--- src/design/kmpd_pkg.sv ---
// shared types and constants of the keypad matrix press detector
package kmpd_pkg;

  localparam int NUM_ROWS   = 3;
  localparam int NUM_COLS   = 5;
  localparam int LEVEL_W    = 15;
  localparam int KEY_TOTAL  = (NUM_ROWS * NUM_COLS > LEVEL_W) ? LEVEL_W : NUM_ROWS * NUM_COLS;
  localparam int KEY_W      = 4;
  localparam int CODE_W     = 7;
  localparam int TABLE_W    = 56;
  localparam int INTERVAL_W = 16;
  localparam int TIME_W     = 32;
  localparam int CFG_IDX_W  = 2;

  localparam logic [LEVEL_W-1:0] KEY_MASK = LEVEL_W'((1 << KEY_TOTAL) - 1);
  localparam logic [KEY_W-1:0]   KEY_LAST = KEY_W'(KEY_TOTAL - 1);

  // configuration register indexes
  localparam logic [CFG_IDX_W-1:0] CFG_DEBOUNCE   = 2'd0;
  localparam logic [CFG_IDX_W-1:0] CFG_TABLE_LOW  = 2'd1;
  localparam logic [CFG_IDX_W-1:0] CFG_TABLE_HIGH = 2'd2;

  localparam logic [INTERVAL_W-1:0] DEBOUNCE_RESET = 16'd20;

  typedef struct packed {
    logic [LEVEL_W-1:0] key_levels;
    logic [TIME_W-1:0]  now_ms;
  } in_item_t;

  typedef struct packed {
    logic [CODE_W-1:0] key_code;
    logic [KEY_W-1:0]  key_number;
    logic              final_press;
  } out_item_t;

  // result handed from the scanner to the output register
  typedef struct packed {
    logic      valid;
    out_item_t item;
  } res_push_t;

  typedef enum logic [1:0] {
    SCAN_IDLE,
    SCAN_RUN,
    SCAN_FLUSH
  } scan_state_t;

endpackage

--- src/design/kmpd_scan.sv ---
// key-serial scanner: one key per cycle while no stalled output holds it, debounce timing and pending press
module kmpd_scan
  import kmpd_pkg::*;
(
  input  logic                    clk,
  input  logic                    rst,
  input  logic                    start,
  input  in_item_t                snap,
  input  logic [LEVEL_W-1:0]      prev_levels,
  input  logic [INTERVAL_W-1:0]   debounce_interval,
  input  logic [2*TABLE_W-1:0]    code_table,
  input  logic                    slot_free,
  output logic                    busy,
  output res_push_t               push
);

  scan_state_t             state, state_next;
  logic [KEY_W-1:0]        cnt;
  logic [LEVEL_W-1:0]      cur_sr;
  logic [LEVEL_W-1:0]      prev_sr;
  logic [2*TABLE_W-1:0]    code_sr;
  logic [TIME_W-1:0]       now;
  logic [TIME_W-1:0]       nat;
  logic                    pend_valid;
  logic [CODE_W-1:0]       pend_code;
  logic [KEY_W-1:0]        pend_num;
  logic                    hit;
  logic                    step;

  // press test on the key at the head of the shift registers
  assign hit  = (state == SCAN_RUN) && !cur_sr[0] && prev_sr[0] && (now >= nat);
  assign busy = (state != SCAN_IDLE);

  // sequencer and result push
  always_comb begin
    state_next      = state;
    step            = 1'b0;
    push.valid      = 1'b0;
    push.item.key_code    = pend_code;
    push.item.key_number  = pend_num;
    push.item.final_press = 1'b0;
    unique case (state)
      SCAN_IDLE: begin
        if (start) state_next = SCAN_RUN;
      end
      SCAN_RUN: begin
        // a new press pushes out the older pending one, which is then not the last
        step       = !(hit && pend_valid && !slot_free);
        push.valid = hit && pend_valid && slot_free;
        if (step && cnt == KEY_LAST) state_next = SCAN_FLUSH;
      end
      SCAN_FLUSH: begin
        push.valid            = pend_valid && slot_free;
        push.item.final_press = 1'b1;
        if (!pend_valid || slot_free) state_next = SCAN_IDLE;
      end
      default: state_next = SCAN_IDLE;
    endcase
  end

  // control state
  always_ff @(posedge clk) begin
    if (rst) begin
      state      <= SCAN_IDLE;
      nat        <= '0;
      pend_valid <= 1'b0;
    end else begin
      state <= state_next;
      if (step && hit) begin
        nat        <= nat + TIME_W'(debounce_interval);
        pend_valid <= 1'b1;
      end else if (state == SCAN_FLUSH && state_next == SCAN_IDLE) begin
        pend_valid <= 1'b0;
      end
    end
  end

  // shift registers and pending payload
  always_ff @(posedge clk) begin
    if (state == SCAN_IDLE && start) begin
      cnt     <= '0;
      cur_sr  <= snap.key_levels;
      prev_sr <= prev_levels;
      code_sr <= code_table;
      now     <= snap.now_ms;
    end else if (step) begin
      cnt     <= cnt + KEY_W'(1);
      cur_sr  <= cur_sr >> 1;
      prev_sr <= prev_sr >> 1;
      code_sr <= code_sr >> CODE_W;
    end
    if (step && hit) begin
      pend_code <= code_sr[CODE_W-1:0];
      pend_num  <= cnt;
    end
  end

endmodule

--- src/design/kmpd_outreg.sv ---
// output register holding one result until its transfer
module kmpd_outreg
  import kmpd_pkg::*;
(
  input  logic      clk,
  input  logic      rst,
  input  res_push_t push,
  output logic      slot_free,
  output logic      out_valid,
  input  logic      out_stall,
  output out_item_t out_data
);

  assign slot_free = !out_valid || !out_stall;

  // valid flag
  always_ff @(posedge clk) begin
    if (rst) begin
      out_valid <= 1'b0;
    end else if (push.valid) begin
      out_valid <= 1'b1;
    end else if (!out_stall) begin
      out_valid <= 1'b0;
    end
  end

  // payload
  always_ff @(posedge clk) begin
    if (push.valid) out_data <= push.item;
  end

endmodule

--- src/design/keypad_matrix_press_detector.sv ---
// top level of the keypad matrix press detector
//
//  channel | signals                       | transfer when
//  --------+-------------------------------+-------------------------
//  input   | in_valid, in_stall, in_data   | in_valid && !in_stall
//  output  | out_valid, out_stall, out_data| out_valid && !out_stall
//  config  | cfg_we, cfg_index, cfg_data   | cfg_we
//
// a snapshot is loaded at its transfer edge, then takes one cycle per key (15 keys)
// in the key-serial scanner when the output is never stalled, then passes the flush
// state and the idle state before the next transfer.
// the scanner walks the keys one at a time with a single 32-bit compare and add.
// in_stall is high while a snapshot is being scanned or flushed.
// a stalled output holds the scan whenever the pending press needs the output slot:
// at a second press of the snapshot, or in the flush cycle.
// synchronous reset clears timing state, previous levels and the code tables, and sets the debounce interval to 20.
module keypad_matrix_press_detector
  import kmpd_pkg::*;
(
  input  logic                 clk,
  input  logic                 rst,
  input  logic                 in_valid,
  output logic                 in_stall,
  input  in_item_t             in_data,
  output logic                 out_valid,
  input  logic                 out_stall,
  output out_item_t            out_data,
  input  logic                 cfg_we,
  input  logic [CFG_IDX_W-1:0] cfg_index,
  input  logic [TABLE_W-1:0]   cfg_data
);

  logic [INTERVAL_W-1:0] debounce_interval;
  logic [TABLE_W-1:0]    code_table_low;
  logic [TABLE_W-1:0]    code_table_high;
  logic [LEVEL_W-1:0]    previous_levels;
  logic                  busy;
  logic                  accept;
  logic                  slot_free;
  res_push_t             push;

  assign in_stall = busy;
  assign accept   = in_valid && !busy;

  // configuration registers
  always_ff @(posedge clk) begin
    if (rst) begin
      debounce_interval <= DEBOUNCE_RESET;
      code_table_low    <= '0;
      code_table_high   <= '0;
    end else if (cfg_we) begin
      unique case (cfg_index)
        CFG_DEBOUNCE:   debounce_interval <= cfg_data[INTERVAL_W-1:0];
        CFG_TABLE_LOW:  code_table_low    <= cfg_data;
        CFG_TABLE_HIGH: code_table_high   <= cfg_data;
        default: ;
      endcase
    end
  end

  // stored levels of the visited keys
  always_ff @(posedge clk) begin
    if (rst) begin
      previous_levels <= '0;
    end else if (accept) begin
      previous_levels <= (in_data.key_levels & KEY_MASK) | (previous_levels & ~KEY_MASK);
    end
  end

  kmpd_scan u_scan (
    .clk               (clk),
    .rst               (rst),
    .start             (accept),
    .snap              (in_data),
    .prev_levels       (previous_levels),
    .debounce_interval (debounce_interval),
    .code_table        ({code_table_high, code_table_low}),
    .slot_free         (slot_free),
    .busy              (busy),
    .push              (push)
  );

  kmpd_outreg u_outreg (
    .clk       (clk),
    .rst       (rst),
    .push      (push),
    .slot_free (slot_free),
    .out_valid (out_valid),
    .out_stall (out_stall),
    .out_data  (out_data)
  );

endmodule

--- config.mk ---
export PLATFORM = sky130hd
export DESIGN_NAME = keypad_matrix_press_detector
export DESIGN_NICKNAME = d
export VERILOG_FILES = /design/src/design/kmpd_pkg.sv /design/src/design/kmpd_scan.sv /design/src/design/kmpd_outreg.sv /design/src/design/keypad_matrix_press_detector.sv
export SDC_FILE = /design/constraint.sdc
export NUM_CORES = 1
export LEC_CHECK = 0
export ABC_AREA = 1
export BUFFER_PORTS_ARGS = -buffer_cell sky130_fd_sc_hd__clkbuf_2
export CAP_MARGIN = 20
export CORE_MARGIN = 2
export CORE_UTILIZATION = 30
export DETAILED_ROUTE_END_ITERATION = 6
export GPL_ROUTABILITY_DRIVEN = 0
export PLACE_DENSITY_LB_ADDON = 0.05
export SETUP_SLACK_MARGIN = 0.4
export SYNTH_ARGS = -nofsm -noshare
export SYNTH_HDL_FRONTEND = slang
export SYNTH_SLANG_ARGS = --single-unit
--- constraint.sdc ---
create_clock -name clk -period 6.3 [get_ports clk]
set_clock_uncertainty 0.05 [all_clocks]
set_input_delay 0.63 -clock clk [delete_from_list [all_inputs] [get_ports clk]]
set_output_delay 0.63 -clock clk [all_outputs]
set_load 0.01 [all_outputs]
==> metrics.txt <==
Max clock buf depth=3; DRC errors left=0; synth unique cells=42; Max Clock Freq=0.295 GHz; vias after detailed routing=11845; std cell rows=84; Max-Slew Margin vs Limit=38.9%; Seq cells post-synth=380; Num CTS Buffers=45; min Tclk post-route=3.39 ns; CP peak stage delay=0.69 ns; R2R depth=14; worst hold margin=0.190 ns; placed cells=2517; Reg clk slew, reported paths=0.06 ns; CP required=6.44 ns; Core ar.=52600 µm²; Final #Nets=2041; share of post-route cells with drive strength above 1=11.7%; largest net degree at the start of global routing=90; Syn Nets=1938; pwr/cell area=327 nW/µm²; Synth top area share=37.1%; main flop type after synthesis=edfxtp_1; Avg Synthesized Cell Area=9.00 µm²; Syn-to-layout area delta=17.2%; DR pass1 iterations=5; initial core utilization=30.4%; Seq. cell area=9580 µm²; Hold Crit Depth=1; CTS H-tree depth=2; dpl ws=2.84 ns; PortBufs=123; gr ovfl total=0; CP max stage cell=buf_4; Final Hold Viols=0; final wirelength=43100 µm; WS Path Type=register to register; Final Cycle Share=53.8%; number of I/O pins=124; CP cell instances=inv_1, ha_1, a21oi_1, nand2_1, nor2_1, nand2_1, nand2_1, nand2_1, nand2_2, nand2_1, nand3_2, nand2_2, nand2_4, buf_4; fin worst setup slack=2.91 ns; post-synthesis cell area=16000 µm²; CP arrival=3.53 ns; Setup TNS Final=0 ns; min-delay worst type=input port to register; Worst Max-Slew Pin Slew=0.916 ns; final cell count without fillers=2602; RSZ-0062 raised after global routing=false; die area=55000 µm²; top cells by area, synth=edfxtp_1, dfxtp_1, nand2_1; ys async rst share=0%; crit end category=register; post_cts resized=0; Seq/Total Area, Yosys=60.0%; CTS tree=done; DR WL/cell=16.6 µm; max-slew violation count=0; multi-input logic area=5740 µm²; commonest non-fill, non-tap cell in the layout=nand2_1; EDFF count, synth=197; Crit path top cell by count=nand2_1; Post-Syn Instances=1773; initial antenna violation count=0; CTS root buf=clkbuf_16; Clock Latency Late Sink=0.57 ns; Post-CTS Hold Buffers=0; overall global routing resource usage=15.6%; Post-DP HPWL=27700 µm; Worst setup SP type=register; max_cap viols=0; # fillers=5522; postcts setup bufs=0; most frequent cells in the layout=nand2_1, nor2_1, edfxtp_1, dfxtp_1, o21ai_0; clk sinks=380; critical-path maximum fanout=53; Final Setup Violations=0; dominant cell type by area after synthesis=edfxtp_1; status=finished, final reports clean; vias per std cell=4.55; Die X=235 µm; first-pass GRT wire length=68000 µm; Leakage=7.94 nW; DRT iter0 DRCs=688; IR Drop Worst-Case VDD=0.000168 V; antenna viol nets, final=0; die height=235 µm; total number of yosys warnings=0; vias in the first global route=11885
## state kept, by name, indices dropped and copies added (netlist names), 12 cells and up
| signal | count |
|---|---|
| u_scan.code_sr | 112 |
| u_scan.nat | 32 |
| u_scan.prev_sr | 15 |
| debounce_interval | 16 |
| u_scan.now | 32 |
| code_table_high | 56 |
| u_outreg.out_data | 12 |
| code_table_low | 56 |
| previous_levels | 15 |
| u_scan.cur_sr | 15 |
## worst paths after layout
path	slack, ns	endpoint	from
worst min-delay path	0.19	u_scan.now[28]	in_data[28]
worst min register to register	0.37	u_outreg.out_data[7]	u_scan.pend_code[2]
worst max register to register	2.91	u_scan.code_sr[59]	u_scan.nat[7]
worst max-delay path	2.91	u_scan.code_sr[59]	u_scan.nat[7]
## cells in the mapped netlist, types with 2 or more instances
| cell type | instances |
|---|---|
| nand3_2 | 2 |
| nor2_2 | 2 |
| nor3b_1 | 2 |
| inv_1 | 84 |
| a21o_1 | 4 |
| o21a_1 | 2 |
| nand3_1 | 16 |
| clkbuf_1 | 65 |
| dfxtp_1 | 183 |
| inv_4 | 2 |
| nand2_2 | 2 |
| o21ai_0 | 160 |
| buf_1 | 9 |
| xor2_1 | 14 |
| ha_1 | 54 |
| nand4_1 | 12 |
| or2_2 | 2 |
| nor4_1 | 2 |
| nand2_1 | 537 |
| nor3_1 | 12 |
| buf_2 | 3 |
| edfxtp_1 | 197 |
| buf_6 | 2 |
| xnor2_1 | 4 |
| o21ai_1 | 10 |
| a21oi_1 | 97 |
| inv_2 | 2 |
| nor2_1 | 278 |
## report_power, final
group,total [mW],switching (mW),leakage [nW],internal (mW)
Clock,2.56,1.03,0.713,1.53
Combinational,0.555,0.387,3.77,0.167
Sequential,3.00,0.0828,3.46,2.92
Total,6.12,1.50,7.94,4.62
## cell families (layout without fill, tap and decap cells)
group	count (synthesis)	in the layout	share of synthesized area, %
flops	380	380	60.0
other cells	0	1	0
buf+inv	169	309	4.19
fa+ha+maj	55	55	4.36
compound gates	282	282	9.17
simple gates	869	869	21.2
xor+xnor	18	18	0.988
## stage by stage
stage / instance area [µm²] / total power [mW] / utilization [%]
2_1_floorplan: 16000 / 3.41 / -
3_3_place_gp: 17200 / 3.63 / 32.8
3_5_place_dp: 17200 / 3.63 / 32.8
4_1_cts: 18700 / 6.25 / 35.6
5_1_grt: 18700 / 6.42 / 35.6
6_report: 18700 / 6.12 / 35.6
## metal layers
| metal | GRT usage [%] | wire, µm | vias to the layer above |
|---|---|---|---|
| met3 | 2.56 | 1570 | 58 |
| li1 | - | - | 6040 |
| met1 | 22.3 | 21600 | 5559 |
| met2 | 24.0 | 19000 | 188 |
| met5 | 0 | 0 | - |
| met4 | 4.79 | 997 | 0 |
## layout make-up
| class | count | area share (%) |
|---|---|---|
| Antenna cell | 1 | 0.0134 |
| Clock buffer | 74 | 7.37 |
| Clock inverter | 10 | 0.442 |
| Inverter | 89 | 1.85 |
| Multi-Input combinational cell | 1224 | 30.7 |
| Sequential cell | 380 | 51.2 |
| Tap cell | 688 | 4.60 |
| Timing Repair Buffer | 136 | 3.81 |
## worst max-delay path, delay by kind of cell, from the launching register on
family | cells | cell delay, ns
buf+inv | 2 | 0.75
flops | 1 | 0.32
compound gates | 1 | 0.16
simple gates | 10 | 1.33
fa+ha+maj | 1 | 0.30
Note: power is estimated with default switching activity, not from simulation.
